==> src/svf_dj_pkg.sv <==
// Shared constants and types for the state-variable DJ filter.
`timescale 1ns / 1ps
`default_nettype none

package svf_dj_pkg;

  // Default widths of the audio samples and integrator states
  localparam int SAMPLE_WIDTH_DEF = 24;
  localparam int STATE_WIDTH_DEF  = 32;

  // Configuration port
  localparam int CFG_IDX_W  = 3;
  localparam int CFG_DATA_W = 32;
  typedef logic [CFG_IDX_W-1:0]  cfg_idx_t;
  typedef logic [CFG_DATA_W-1:0] cfg_data_t;

  // Register indexes
  localparam cfg_idx_t CFG_CUT       = 3'd0;
  localparam cfg_idx_t CFG_COEF_A1   = 3'd1;
  localparam cfg_idx_t CFG_COEF_A2   = 3'd2;
  localparam cfg_idx_t CFG_COEF_A3   = 3'd3;
  localparam cfg_idx_t CFG_DAMPING_K = 3'd4;

  // Register widths
  localparam int CUT_W  = 16;
  localparam int COEF_W = 31;
  localparam int DAMP_W = 32;
  typedef logic signed [CUT_W-1:0] cut_t;
  typedef logic [COEF_W-1:0]       coef_t;
  typedef logic [DAMP_W-1:0]       damp_t;

  // Register reset values (1.0 in Q1.30 and 2.0 in Q2.30)
  localparam coef_t COEF_A1_RST   = 31'h4000_0000;
  localparam damp_t DAMPING_K_RST = 32'h8000_0000;

  // Blend magnitudes below this (0.01 in Q15) bypass the filter
  localparam int BYPASS_LIMIT = 328;

  // Fraction bits of the coefficient and blend products
  localparam int COEF_SH  = 30;
  localparam int BLEND_SH = 15;

  // Shared multiplier: magnitude digit by coefficient operand
  localparam int DIGIT_W = 32;
  localparam int MULC_W  = 32;

endpackage

`default_nettype wire

==> src/svf_dj_filter_top.sv <==
// Trapezoidal state-variable filter with lowpass/highpass DJ cut and dry/wet blend.
//
// Usage: samples enter on in_valid/in_stall/in_sample_in, results leave on
// out_valid/out_stall/out_sample_out; a transaction completes at a rising
// edge with valid high and stall low. The user must write registers through
// cfg_we/cfg_index/cfg_wdata only while the block is idle; this is not enforced.
// Datapath: one 32x32 multiplier is shared by every product and consumes one
// 32-bit digit of the operand magnitude per cycle, D = ceil((max(S,W)+8)/32)
// digits per product (D = 2 at the default widths). Each product passes
// through operand load, D digit steps, rounding and accumulate; lowpass runs
// five products and highpass six, and a bypassed sample goes straight to the
// output step.
// One sample is in flight at a time; in_stall is low whenever the
// sequencer is idle, also while a finished result still waits in the
// output register. A stalled receiver holds the result there and the
// sequencer waits at its last step until the register is free.
// Reset (rst_n low, synchronous) clears both integrators, empties the
// output register and loads the register defaults (cut 0, a1 1.0, a2 0,
// a3 0, k 2.0).
`timescale 1ns / 1ps
`default_nettype none

module svf_dj_filter_top #(
  parameter int SAMPLE_WIDTH = svf_dj_pkg::SAMPLE_WIDTH_DEF,
  parameter int STATE_WIDTH  = svf_dj_pkg::STATE_WIDTH_DEF
) (
  input  wire                           clk,
  input  wire                           rst_n,
  // Configuration
  input  wire                           cfg_we,
  input  wire svf_dj_pkg::cfg_idx_t     cfg_index,
  input  wire svf_dj_pkg::cfg_data_t    cfg_wdata,
  // Input samples
  input  wire                           in_valid,
  output logic                          in_stall,
  input  wire signed [SAMPLE_WIDTH-1:0] in_sample_in,
  // Output samples
  output logic                          out_valid,
  input  wire                           out_stall,
  output logic signed [SAMPLE_WIDTH-1:0] out_sample_out
);

  // Working widths
  localparam int W       = SAMPLE_WIDTH;
  localparam int S       = STATE_WIDTH;
  localparam int V3_W    = ((S > W) ? S : W) + 1;
  localparam int ACC_W   = V3_W + 7;
  localparam int DW      = svf_dj_pkg::DIGIT_W;
  localparam int CW      = svf_dj_pkg::MULC_W;
  localparam int DIGITS  = (ACC_W + DW - 1) / DW;
  localparam int MAG_PAD = DIGITS * DW;
  localparam int PW      = MAG_PAD + CW;
  localparam int CNT_W   = (DIGITS > 1) ? $clog2(DIGITS) : 1;

  // Saturation bounds
  localparam logic signed [ACC_W-1:0] ST_MAX  = ACC_W'((64'sd1 <<< (S-1)) - 64'sd1);
  localparam logic signed [ACC_W-1:0] ST_MIN  = ~ST_MAX;
  localparam logic signed [ACC_W-1:0] SMP_MAX = ACC_W'((64'sd1 <<< (W-1)) - 64'sd1);
  localparam logic signed [ACC_W-1:0] SMP_MIN = ~SMP_MAX;

  // Rounding offsets
  localparam logic [PW-1:0] HALF_C = PW'(64'd1 << (svf_dj_pkg::COEF_SH - 1));
  localparam logic [PW-1:0] HALF_B = PW'(64'd1 << (svf_dj_pkg::BLEND_SH - 1));

  // Sequencer states
  localparam logic [2:0] ST_IDLE = 3'd0;
  localparam logic [2:0] ST_LOAD = 3'd1;
  localparam logic [2:0] ST_MUL  = 3'd2;
  localparam logic [2:0] ST_RND  = 3'd3;
  localparam logic [2:0] ST_ACC  = 3'd4;
  localparam logic [2:0] ST_UPD  = 3'd5;
  localparam logic [2:0] ST_OUT  = 3'd6;

  // Product selects
  localparam logic [2:0] OP_I1A1  = 3'd0;
  localparam logic [2:0] OP_V3A2  = 3'd1;
  localparam logic [2:0] OP_I1A2  = 3'd2;
  localparam logic [2:0] OP_V3A3  = 3'd3;
  localparam logic [2:0] OP_V1K   = 3'd4;
  localparam logic [2:0] OP_BLEND = 3'd5;

  // Configuration registers
  svf_dj_pkg::cut_t  cut_r;
  svf_dj_pkg::coef_t coef_a1_r, coef_a2_r, coef_a3_r;
  svf_dj_pkg::damp_t damping_k_r;

  // Control state
  logic [2:0]       state_r, state_nxt;
  logic [2:0]       op_r, op_nxt;
  logic [CNT_W-1:0] cnt_r, cnt_nxt;
  logic             out_valid_r, out_valid_nxt;
  logic signed [S-1:0] integ_one_r, integ_one_nxt;
  logic signed [S-1:0] integ_two_r, integ_two_nxt;

  // Datapath registers
  logic signed [W-1:0]     v0_r, v0_nxt;
  logic signed [ACC_W-1:0] v3_r, v3_nxt;
  logic signed [ACC_W-1:0] v1_r, v1_nxt;
  logic signed [ACC_W-1:0] v2_r, v2_nxt;
  logic signed [ACC_W-1:0] wd_r, wd_nxt;
  logic [ACC_W-1:0]        p_r, p_nxt;
  logic signed [W-1:0]     res_r, res_nxt;
  logic signed [W-1:0]     out_sample_r, out_sample_nxt;
  logic [MAG_PAD-1:0]      mag_r, mag_nxt;
  logic [CW-1:0]           coef_r, coef_nxt;
  logic [PW-1:0]           acc_r, acc_nxt;
  logic                    neg_r, neg_nxt;
  logic                    hp_r, hp_nxt;
  logic [15:0]             blend_r, blend_nxt;

  // Combinational helpers
  logic                    in_acc_w, out_take_w, out_free_w;
  logic [16:0]             cut_neg_w;
  logic [15:0]             blend_w;
  logic                    bypass_w;
  logic signed [ACC_W-1:0] op_x_w;
  logic [CW-1:0]           op_c_w;
  logic                    op_flip_w;
  logic [ACC_W-1:0]        op_mag_w;
  logic [DW+CW-1:0]        pp_w;
  logic [PW-1:0]           rnd_sum_w, rnd_w;
  logic signed [ACC_W-1:0] base_w, term_w, sum_w, res_sat_w;
  logic signed [ACC_W-1:0] upd1_w, upd2_w, upd1_sat_w, upd2_sat_w;

  // Hold configuration writes
  always_ff @(posedge clk) begin
    if (!rst_n) begin
      cut_r       <= '0;
      coef_a1_r   <= svf_dj_pkg::COEF_A1_RST;
      coef_a2_r   <= '0;
      coef_a3_r   <= '0;
      damping_k_r <= svf_dj_pkg::DAMPING_K_RST;
    end else if (cfg_we) begin
      case (cfg_index)
        svf_dj_pkg::CFG_CUT:       cut_r       <= cfg_wdata[svf_dj_pkg::CUT_W-1:0];
        svf_dj_pkg::CFG_COEF_A1:   coef_a1_r   <= cfg_wdata[svf_dj_pkg::COEF_W-1:0];
        svf_dj_pkg::CFG_COEF_A2:   coef_a2_r   <= cfg_wdata[svf_dj_pkg::COEF_W-1:0];
        svf_dj_pkg::CFG_COEF_A3:   coef_a3_r   <= cfg_wdata[svf_dj_pkg::COEF_W-1:0];
        svf_dj_pkg::CFG_DAMPING_K: damping_k_r <= cfg_wdata[svf_dj_pkg::DAMP_W-1:0];
        default: ;
      endcase
    end
  end

  // Handshakes
  assign in_stall       = (state_r != ST_IDLE);
  assign in_acc_w       = in_valid && !in_stall;
  assign out_valid      = out_valid_r;
  assign out_sample_out = out_sample_r;
  assign out_take_w     = out_valid_r && !out_stall;
  assign out_free_w     = !out_valid_r || !out_stall;

  // Blend magnitude and bypass decision
  assign cut_neg_w = -{cut_r[svf_dj_pkg::CUT_W-1], cut_r};
  assign blend_w   = cut_r[svf_dj_pkg::CUT_W-1] ? cut_neg_w[15:0] : cut_r;
  assign bypass_w  = (blend_w < 16'(svf_dj_pkg::BYPASS_LIMIT));

  // Select multiplier operands for the current product
  always_comb begin
    op_x_w    = '0;
    op_c_w    = '0;
    op_flip_w = 1'b0;
    case (op_r)
      OP_I1A1: begin
        op_x_w = ACC_W'(integ_one_r);
        op_c_w = CW'(coef_a1_r);
      end
      OP_V3A2: begin
        op_x_w = v3_r;
        op_c_w = CW'(coef_a2_r);
      end
      OP_I1A2: begin
        op_x_w = ACC_W'(integ_one_r);
        op_c_w = CW'(coef_a2_r);
      end
      OP_V3A3: begin
        op_x_w = v3_r;
        op_c_w = CW'(coef_a3_r);
      end
      OP_V1K: begin
        op_x_w = v1_r;
        op_c_w = CW'(damping_k_r);
      end
      OP_BLEND: begin
        // highpass keeps the negated difference, so flip its sign here
        op_x_w    = wd_r;
        op_c_w    = CW'(blend_r);
        op_flip_w = hp_r;
      end
      default: ;
    endcase
  end

  assign op_mag_w = op_x_w[ACC_W-1] ? ACC_W'(-op_x_w) : ACC_W'(op_x_w);

  // Shared multiplier: one digit of the magnitude per cycle, top digit first
  assign pp_w = (DW+CW)'(mag_r[MAG_PAD-1 -: DW]) * (DW+CW)'(coef_r);

  // Round to nearest, halves away from zero, on the magnitude
  assign rnd_sum_w = acc_r + ((op_r == OP_BLEND) ? HALF_B : HALF_C);
  assign rnd_w     = (op_r == OP_BLEND) ? (rnd_sum_w >> svf_dj_pkg::BLEND_SH)
                                        : (rnd_sum_w >> svf_dj_pkg::COEF_SH);

  // Accumulate the signed product into its destination
  always_comb begin
    base_w = '0;
    case (op_r)
      OP_I1A1:  base_w = '0;
      OP_V3A2:  base_w = v1_r;
      OP_I1A2:  base_w = ACC_W'(integ_two_r);
      OP_V3A3:  base_w = v2_r;
      OP_V1K:   base_w = v2_r;
      OP_BLEND: base_w = ACC_W'(v0_r);
      default:  base_w = '0;
    endcase
  end

  assign term_w    = signed'(p_r);
  assign sum_w     = neg_r ? (base_w - term_w) : (base_w + term_w);
  assign res_sat_w = (sum_w > SMP_MAX) ? SMP_MAX : ((sum_w < SMP_MIN) ? SMP_MIN : sum_w);

  // Integrator updates with saturation
  assign upd1_w     = (v1_r <<< 1) - ACC_W'(integ_one_r);
  assign upd2_w     = (v2_r <<< 1) - ACC_W'(integ_two_r);
  assign upd1_sat_w = (upd1_w > ST_MAX) ? ST_MAX : ((upd1_w < ST_MIN) ? ST_MIN : upd1_w);
  assign upd2_sat_w = (upd2_w > ST_MAX) ? ST_MAX : ((upd2_w < ST_MIN) ? ST_MIN : upd2_w);

  // Sequencer
  always_comb begin
    state_nxt      = state_r;
    op_nxt         = op_r;
    cnt_nxt        = cnt_r;
    out_valid_nxt  = out_take_w ? 1'b0 : out_valid_r;
    integ_one_nxt  = integ_one_r;
    integ_two_nxt  = integ_two_r;
    v0_nxt         = v0_r;
    v3_nxt         = v3_r;
    v1_nxt         = v1_r;
    v2_nxt         = v2_r;
    wd_nxt         = wd_r;
    p_nxt          = p_r;
    res_nxt        = res_r;
    out_sample_nxt = out_sample_r;
    mag_nxt        = mag_r;
    coef_nxt       = coef_r;
    acc_nxt        = acc_r;
    neg_nxt        = neg_r;
    hp_nxt         = hp_r;
    blend_nxt      = blend_r;

    case (state_r)
      ST_IDLE: begin
        if (in_acc_w) begin
          v0_nxt    = in_sample_in;
          blend_nxt = blend_w;
          hp_nxt    = !cut_r[svf_dj_pkg::CUT_W-1];
          if (bypass_w) begin
            // pass the sample straight through, states frozen
            res_nxt   = in_sample_in;
            state_nxt = ST_OUT;
          end else begin
            v3_nxt    = ACC_W'(in_sample_in) - ACC_W'(integ_two_r);
            op_nxt    = OP_I1A1;
            state_nxt = ST_LOAD;
          end
        end
      end

      ST_LOAD: begin
        mag_nxt   = MAG_PAD'(op_mag_w);
        neg_nxt   = op_x_w[ACC_W-1] ^ op_flip_w;
        coef_nxt  = op_c_w;
        acc_nxt   = '0;
        cnt_nxt   = '0;
        state_nxt = ST_MUL;
      end

      ST_MUL: begin
        acc_nxt = (acc_r << DW) + PW'(pp_w);
        mag_nxt = mag_r << DW;
        cnt_nxt = cnt_r + 1'b1;
        if (cnt_r == CNT_W'(DIGITS - 1)) begin
          state_nxt = ST_RND;
        end
      end

      ST_RND: begin
        p_nxt     = rnd_w[ACC_W-1:0];
        state_nxt = ST_ACC;
      end

      ST_ACC: begin
        state_nxt = ST_LOAD;
        case (op_r)
          OP_I1A1: begin
            v1_nxt = sum_w;
            op_nxt = OP_V3A2;
          end
          OP_V3A2: begin
            v1_nxt = sum_w;
            op_nxt = OP_I1A2;
          end
          OP_I1A2: begin
            v2_nxt = sum_w;
            op_nxt = OP_V3A3;
          end
          OP_V3A3: begin
            v2_nxt    = sum_w;
            state_nxt = ST_UPD;
          end
          OP_V1K: begin
            // v2 + k*v1, the negated wet minus dry difference
            wd_nxt = sum_w;
            op_nxt = OP_BLEND;
          end
          OP_BLEND: begin
            res_nxt   = res_sat_w[W-1:0];
            state_nxt = ST_OUT;
          end
          default: state_nxt = ST_IDLE;
        endcase
      end

      ST_UPD: begin
        integ_one_nxt = upd1_sat_w[S-1:0];
        integ_two_nxt = upd2_sat_w[S-1:0];
        state_nxt     = ST_LOAD;
        if (hp_r) begin
          op_nxt = OP_V1K;
        end else begin
          wd_nxt = v2_r - ACC_W'(v0_r);
          op_nxt = OP_BLEND;
        end
      end

      ST_OUT: begin
        if (out_free_w) begin
          out_valid_nxt  = 1'b1;
          out_sample_nxt = res_r;
          state_nxt      = ST_IDLE;
        end
      end

      default: state_nxt = ST_IDLE;
    endcase
  end

  // Control registers
  always_ff @(posedge clk) begin
    if (!rst_n) begin
      state_r     <= ST_IDLE;
      op_r        <= OP_I1A1;
      cnt_r       <= '0;
      out_valid_r <= 1'b0;
      integ_one_r <= '0;
      integ_two_r <= '0;
    end else begin
      state_r     <= state_nxt;
      op_r        <= op_nxt;
      cnt_r       <= cnt_nxt;
      out_valid_r <= out_valid_nxt;
      integ_one_r <= integ_one_nxt;
      integ_two_r <= integ_two_nxt;
    end
  end

  // Datapath registers
  always_ff @(posedge clk) begin
    v0_r         <= v0_nxt;
    v3_r         <= v3_nxt;
    v1_r         <= v1_nxt;
    v2_r         <= v2_nxt;
    wd_r         <= wd_nxt;
    p_r          <= p_nxt;
    res_r        <= res_nxt;
    out_sample_r <= out_sample_nxt;
    mag_r        <= mag_nxt;
    coef_r       <= coef_nxt;
    acc_r        <= acc_nxt;
    neg_r        <= neg_nxt;
    hp_r         <= hp_nxt;
    blend_r      <= blend_nxt;
  end

  // A bypassed transaction leaves both integrators untouched
  a_bypass_freeze: assert property (@(posedge clk) disable iff (!rst_n)
    (in_valid && !in_stall && bypass_w) |=>
      ($stable(integ_one_r) && $stable(integ_two_r)))
    else $error("integrator changed on a bypassed transaction");

  // A new result only appears from the final sequencer step
  a_out_source: assert property (@(posedge clk) disable iff (!rst_n)
    $rose(out_valid_r) |-> $past(state_r == ST_OUT))
    else $error("result presented outside the output step");

  // Integrators move only in the update step
  a_integ_update: assert property (@(posedge clk) disable iff (!rst_n)
    ($past(rst_n) && (!$stable(integ_one_r) || !$stable(integ_two_r))) |->
      $past(state_r == ST_UPD))
    else $error("integrator changed outside the update step");

  // Digit counter never runs past the last digit
  a_digit_bound: assert property (@(posedge clk) disable iff (!rst_n)
    (state_r == ST_MUL) |-> (cnt_r <= CNT_W'(DIGITS - 1)))
    else $error("multiplier digit counter out of range");

endmodule

`default_nettype wire

==> config.mk <==
export PLATFORM = sky130hd
export DESIGN_NAME = svf_dj_filter_top
export DESIGN_NICKNAME = d
export VERILOG_FILES = /design/src/svf_dj_pkg.sv /design/src/svf_dj_filter_top.sv
export SDC_FILE = /design/constraint.sdc
export NUM_CORES = 2
export LEC_CHECK = 0
export BUFFER_PORTS_ARGS = -buffer_cell sky130_fd_sc_hd__buf_2
export CAP_MARGIN = 5
export CORE_MARGIN = 3
export CORE_UTILIZATION = 40
export CTS_CLUSTER_DIAMETER = 200
export DETAILED_ROUTE_END_ITERATION = 10
export HOLD_SLACK_MARGIN = 0.08
export SLEW_MARGIN = 30
export SYNTH_ARGS = -nofsm -noshare
export SYNTH_HDL_FRONTEND = slang
export SYNTH_SLANG_ARGS = --single-unit
==> constraint.sdc <==
create_clock -name clk -period 11 [get_ports clk]
set_clock_uncertainty 0.05 [all_clocks]
set_input_delay 0.55 -clock clk [delete_from_list [all_inputs] [get_ports clk]]
set_output_delay 0.55 -clock clk [all_outputs]
set_load 0.05 [all_outputs]
Word-level counts from Yosys, hierarchy flattened. Cells that the tools add are included.

Bits in registers: 669. Input bits: 64. Output and inout bits: 26.

Add/sub/neg operators: 11. Multipliers: 1. Order comparisons: 7. Eq/ne operators: 24. Muxes and demuxes: 39. Bitwise operators: 2. Reduce and logical (&&, ||, !) cells: 36.

Operator list (count): case mux 40 bit (4 select lines) (2); 2-to-1 mux 40 bit (5); case mux 32 bit (5 select lines) (1); case mux 70 bit (2 select lines) (1); 2-to-1 mux 32 bit (4); case mux 64 bit (2 select lines) (1); 2-to-1 mux 24 bit (5); greater-than comparator 40 x 32 -> 1 bit, second input constant (2); less-than comparator 40 x 32 -> 1 bit, second input constant (2); case mux 40 bit (2 select lines) (1); subtractor 40 x 32 -> 40 bit (2); adder 70 x 30 -> 70 bit (1); adder 70 x 64 -> 70 bit (1); multiplier 32 x 32 -> 64 bit (1); case mux 24 bit (2 select lines) (1); adder 40 bit (1); greater-than comparator 40 x 24 -> 1 bit, second input constant (1); less-than comparator 40 x 24 -> 1 bit, second input constant (1); negator 40 bit (1); subtractor 40 x 24 -> 40 bit (1); subtractor 40 bit (1); subtractor 24 x 32 -> 33 bit (1); 2-to-1 mux 30 bit (1); case mux 3 bit (7 select lines) (1); other kinds (28) (81).

Longest topological paths before layout.
Depth after elaboration: 10. Depth in mapped cells: 30. Depth with buffers taken out: 28.

Least setup slack after synthesis. Ideal clock, no wire load.

Path type: reg2reg. Start point: reg coef_r[8]. End point: reg acc_r[68] (data pin). Setup time: 263 ps. Arrival: 7339 ps. Required time: 10687 ps. Slack: 3349 ps. Cell stages (with the launch flop): 29. Path buffers: 2. Period minus slack after synthesis: 7651 ps. Cells stage by stage: edfxtp_1 > clkbuf_1 > and2_1 > fa_1 > fa_1 > inv_1 > fa_1 > inv_1 > fa_1 > inv_1 > fa_1 > inv_1 > fa_1 > fa_1 > inv_1 > fa_1 > inv_1 > ha_1 > clkbuf_1 > nand4_1 > a211o_1 > a31oi_1 > o21ai_0 > a31o_2 > a21oi_1 > a22oi_1 > a21boi_1 > a41oi_1 > mux2i_1.

Longest elaborated chain between the ends: 3.

Ends and longest elaborated chain: start: declaration (RTL line svf_dj_filter_top.sv:105) `logic [CW-1:0] coef_r, coef_nxt;`; start signal: assignment (RTL line svf_dj_filter_top.sv:378) `coef_r <= coef_nxt;`; multiplier 32 x 32 -> 64 bit (RTL line svf_dj_filter_top.sv:197) `assign pp_w = (DW+CW)'(mag_r[MAG_PAD-1 -: DW]) * (DW+CW)'(coef_r);`; adder 70 x 64 -> 70 bit (RTL line svf_dj_filter_top.sv:279) `acc_nxt = (acc_r << DW) + PW'(pp_w);`; case mux 70 bit (2 select lines) (RTL line svf_dj_filter_top.sv:251) `case (state_r)`; end signal: assignment (RTL line svf_dj_filter_top.sv:379) `acc_r <= acc_nxt;`; end: declaration (RTL line svf_dj_filter_top.sv:106) `logic [PW-1:0] acc_r, acc_nxt;`.

Every way passes these cells. A chain may end at the register's enable or synchronous reset.

Final worst setup path.
Start point: reg mag_r[48]. End point: reg acc_r[68] (data pin).

Longest elaborated chain between the ends: 3.

Ends and longest elaborated chain: start: declaration (RTL line svf_dj_filter_top.sv:104) `logic [MAG_PAD-1:0] mag_r, mag_nxt;`; start signal: assignment (RTL line svf_dj_filter_top.sv:377) `mag_r <= mag_nxt;`; multiplier 32 x 32 -> 64 bit (RTL line svf_dj_filter_top.sv:197); adder 70 x 64 -> 70 bit (RTL line svf_dj_filter_top.sv:279); case mux 70 bit (2 select lines) (RTL line svf_dj_filter_top.sv:251).

Every way passes these cells.

==> run summary <==
The simple-gate share of the synthesized area is 0.164, and the shortest clock period the worst path allows after layout is 9.16 ns. The xor/xnor cell area share of the yosys netlist was 0.0401. The tools report the via count of the first global-routing pass as 60900. The worst reg2reg path depth was 27. Detailed routing inserted a total of 59000 vias. The run gives 11.38 ns as the required time of the critical path. The half-perimeter wire length after detailed placement was 187000 um; the count of final hold-check violations was 0. The standard-cell row count is 157, and the unique cell type count in the Yosys netlist is 100. The tool flagged a number of max-cap violations equal to 0. The number of clock buffers added by TritonCTS is 80. The run gives 3 as the buffer levels on the longest clock path. The post-synthesis adder-cell area fraction was 0.332; the number of endpoints failing setup at the final stage was 0. In this run the critical register-to-register path is launched from mag_r[48]. Number of warnings reported in the yosys synthesis log: 0. After the last flow step, the layout net total stands at 9631. Setup repair after global routing left no endpoint under its margin. For the flop-to-flop setup slack, the log shows 1.84 ns. The fraction of the yosys area taken by sequential cells was 0.238. The worst setup path is captured at a register. In this design, the stage delay of the slowest critical-path cell is 0.79 ns. In the routed layout, each cell is associated on average with a via count of 5.52. The wire length of the first global-routing pass is 368000 um, and the final critical-path share of the clock period is 0.833. The compound-gate portion of the synthesized area works out to 0.121. The type of the worst min-delay path was in2reg.

The netlist area before placement is 74500 um2, and the die width is 438 um. The tools report the worst hold endpoint as v0_r[5]. The critical path contains buffers and inverters numbering 6 combined.

The fraction of final layout cells sized beyond drive strength 1 came out at 0.0556. The cell at the root of the clock tree is clkbuf_16. The async set-or-reset flop fraction in the synthesized netlist came out at 0. The depth of the worst hold-timing path was 1; the die outline area was 191000 um2. The logs give 0 for the number of pins exceeding their max-slew limit in the final report and 0.109 GHz for the maximum clock rate.

The weighted congestion at the end of routability-driven global placement was 0.951; the per-instance average area after synthesis was 9.05 um2. In the final routed layout, each cell accounts on average for 22.3 um. TritonCTS built the clock tree. The post-synthesis mux area share is 0.0226. On the critical path the largest part of the delay comes from adder cells. Kind of critical path: reg2reg. For this run, the detailed router's first-pass iteration total came to 8. In this run the critical register-to-register path is captured at acc_r[68]. Final core area utilization: 0.439. The run gives 0 as the number of buffers inserted to repair setup after CTS.

STA classifies the critical path startpoint as a register. The die outline height came out at 438 um. Ranked by total cell area, the synthesized netlist is headed by fa_1 25%, edfxtp_1 18%, ha_1 8.0%. The run gives 0 as the final antenna-violating net count.

The first routing iteration left 5046 violations. The slowest stage of the critical path belongs to the cell edfxtp_1. The number of nets handed over by synthesis was 9706. The run finished with clean final reports.

Summed over all failing endpoints, the final setup total negative slack is 0 ns. The tree built by TritonCTS fans out to 662 sinks. The total global-route track usage came out at 0.249. The most numerous cell on the critical path is fa_1. The clock reaches the later pin of the worst-skew pair after 0.71 ns.

The worst relative slew slack is 0.327. At the pin with the least slew margin, the transition time is 1.00 ns. Launch instance of the worst min-delay path: in_sample_in[5]. The cell type contributing the most total cell area after synthesis is fa_1.

The run gives 0.405 as the starting density of the core. Dominant combinational cell family by area after synthesis: adder cells. Setup slack closes at 1.84 ns. The I/O pin total is 90, and the clock input transition at the sequential cells of the worst setup and hold paths is 0.06 ns. OpenSTA, run right after detailed placement, puts the worst setup slack at 1.78 ns.

In this run, synthesis produced a sequential element count of 662. The flip-flop cell with the highest count after synthesis is edfxtp_1. The H-tree depth is 3. After technology mapping, the gate count stands at 8229. The initial antenna violation count is 14.

At the worst endpoint, the arrival time is 9.54 ns. The fraction of post-synthesis cell area in the top cell type by area is 0.251. The run gives 0 as the remaining global-route overflow.

Wires add up to 239000 um. Port buffering added 89 buffers. The synthesized design contains 449 enable-type register cells. The tools report the total DRC errors in the routed layout as 0.

The core region is 184000 um2. The signed area change from the synthesized netlist to the final layout is 8.53%, and the maximum number of pins on one net before global-route repair is 97. Along the worst path, the maximum fanout reaches 17.
## kinds of logic (layout without fill, tap and decap cells)
group / count (synthesis) / in the layout
mux: 167 / 167
xor+xnor: 341 / 341
simple gates: 2594 / 2594
compound gates: 1432 / 1432
other cells: 0 / 5
buf+inv: 1620 / 1612
flops: 662 / 662
fa+ha+maj: 1413 / 1413
## cells in the mapped netlist, types with 40 or more instances
master and count:
nand4_1 53, xor2_1 107, and2_1 492, fa_1 936, clkbuf_1 387, ha_1 477, a31oi_1 55, nor2b_1 40
inv_1 1185, o21bai_1 44, dfxtp_1 213, edfxtp_1 449, o22ai_1 80, a21o_1 144, nand3_1 78, and3_1 64
mux2i_1 156, nor2_1 428, nand2_1 1167, a21oi_1 556, nand2b_1 41, xnor2_1 234, o21ai_0 201, nor3_1 95
## layer usage
metal / up-vias / routed length [um] / track usage
met5: - / 0 / 0
met4: 0 / 9070 / 0.0903
met3: 413 / 14800 / 0.0263
met2: 2031 / 115000 / 0.420
met1: 29800 / 99700 / 0.330
li1: 26800 / - / -
## worst max path at each step
stage                         start  slack (ns)         to  depth (start not counted)
after floorplan           coef_r[8]        3.35  acc_r[68]                         28
after global placement    mag_r[45]        1.85  acc_r[68]                         28
after detailed placement  mag_r[42]        1.78  acc_r[68]                         27
after CTS                 mag_r[42]        1.75  acc_r[68]                         27
after global routing      mag_r[48]        1.47  acc_r[68]                         27
final                     mag_r[48]        1.84  acc_r[68]                         27
## worst register-to-register path: stages, from the launching register on
cell and delay [ns]:
edfxtp_1 0.79, buf_4 0.37, nand2_1 0.12, fa_1 0.55, inv_1 0.05, fa_1 0.48, fa_1 0.53, inv_1 0.06
fa_1 0.49, inv_1 0.06, fa_1 0.48, fa_1 0.51, fa_1 0.49, inv_1 0.05, fa_1 0.49, inv_1 0.05
ha_1 0.38, and3_1 0.25, nand4_1 0.17, a211o_1 0.27, a31oi_1 0.26, o21ai_0 0.24, a31o_2 0.31, a21oi_1 0.43
a22oi_1 0.31, a21boi_1 0.33, a41oi_1 0.18, mux2i_1 0.15
## metrics by stage
| stage | hold slack (ns) | instance area (um2) | cells |
|---|---|---|---|
| after floorplan | 0.350 | 74500 | 8229 |
| after global placement | 0.355 | 77600 | 10500 |
| after detailed placement | 0.355 | 77700 | 10500 |
| after CTS | 0.0802 | 80800 | 10700 |
| after global routing | 0.102 | 80900 | 10700 |
| final | 0.101 | 80900 | 10700 |
## sequential cells by signal, indices dropped and copies added, names as in the netlist, 3 cells and up
signal,cells
res_r,24
coef_a1_r,31
coef_a2_r,31
p_r,40
coef_r,32
damping_k_r,32
blend_r,16
integ_one_r,32
v1_r,40
state_r,3
acc_r,70
v3_r,33
v2_r,40
out_sample_out,24
wd_r,40
mag_r,64
v0_r,24
coef_a3_r,31
integ_two_r,32
cut_r,16
op_r,3
## layout by cell type, fill, tap and decap left out, types with 36 or more instances in the layout
cell type / instances
inv_1: 1184
nand2_1: 1165
fa_1: 936
a21oi_1: 554
and2_1: 488
ha_1: 477
edfxtp_1: 449
nor2_1: 424
xnor2_1: 234
dfxtp_1: 210
o21ai_0: 200
mux2i_1: 156
a21o_1: 144
buf_4: 138
xor2_1: 107
nor3_1: 93
buf_2: 89
clkbuf_16: 83
o22ai_1: 80
nand3_1: 76
and3_1: 62
a31oi_1: 55
nand4_1: 53
o21bai_1: 43
nand2b_1: 39
nor2b_1: 39
o21a_1: 38
a211oi_1: 36
o211ai_1: 36
## cell type report
class	count	area, um2
fillers	17900	103000
multi-input cells	5947	50800
flip-flops and latches	662	17800
inverters	1188	4460
well taps	2464	3080
clock buffers	106	2200
repair buffers	275	2040
clock inverters	43	544
diodes	5	12.5
## repair_timing
action | 4_1_cts | 5_1_grt
resized for setup | 0 | 0
endpoints found under the hold margin | 63 | 0
hold buffers | 34 | 0
Power is left out: the tool's default activity adds up to more than one toggle a clock period on the data nets, which glitch-free logic cannot reach.
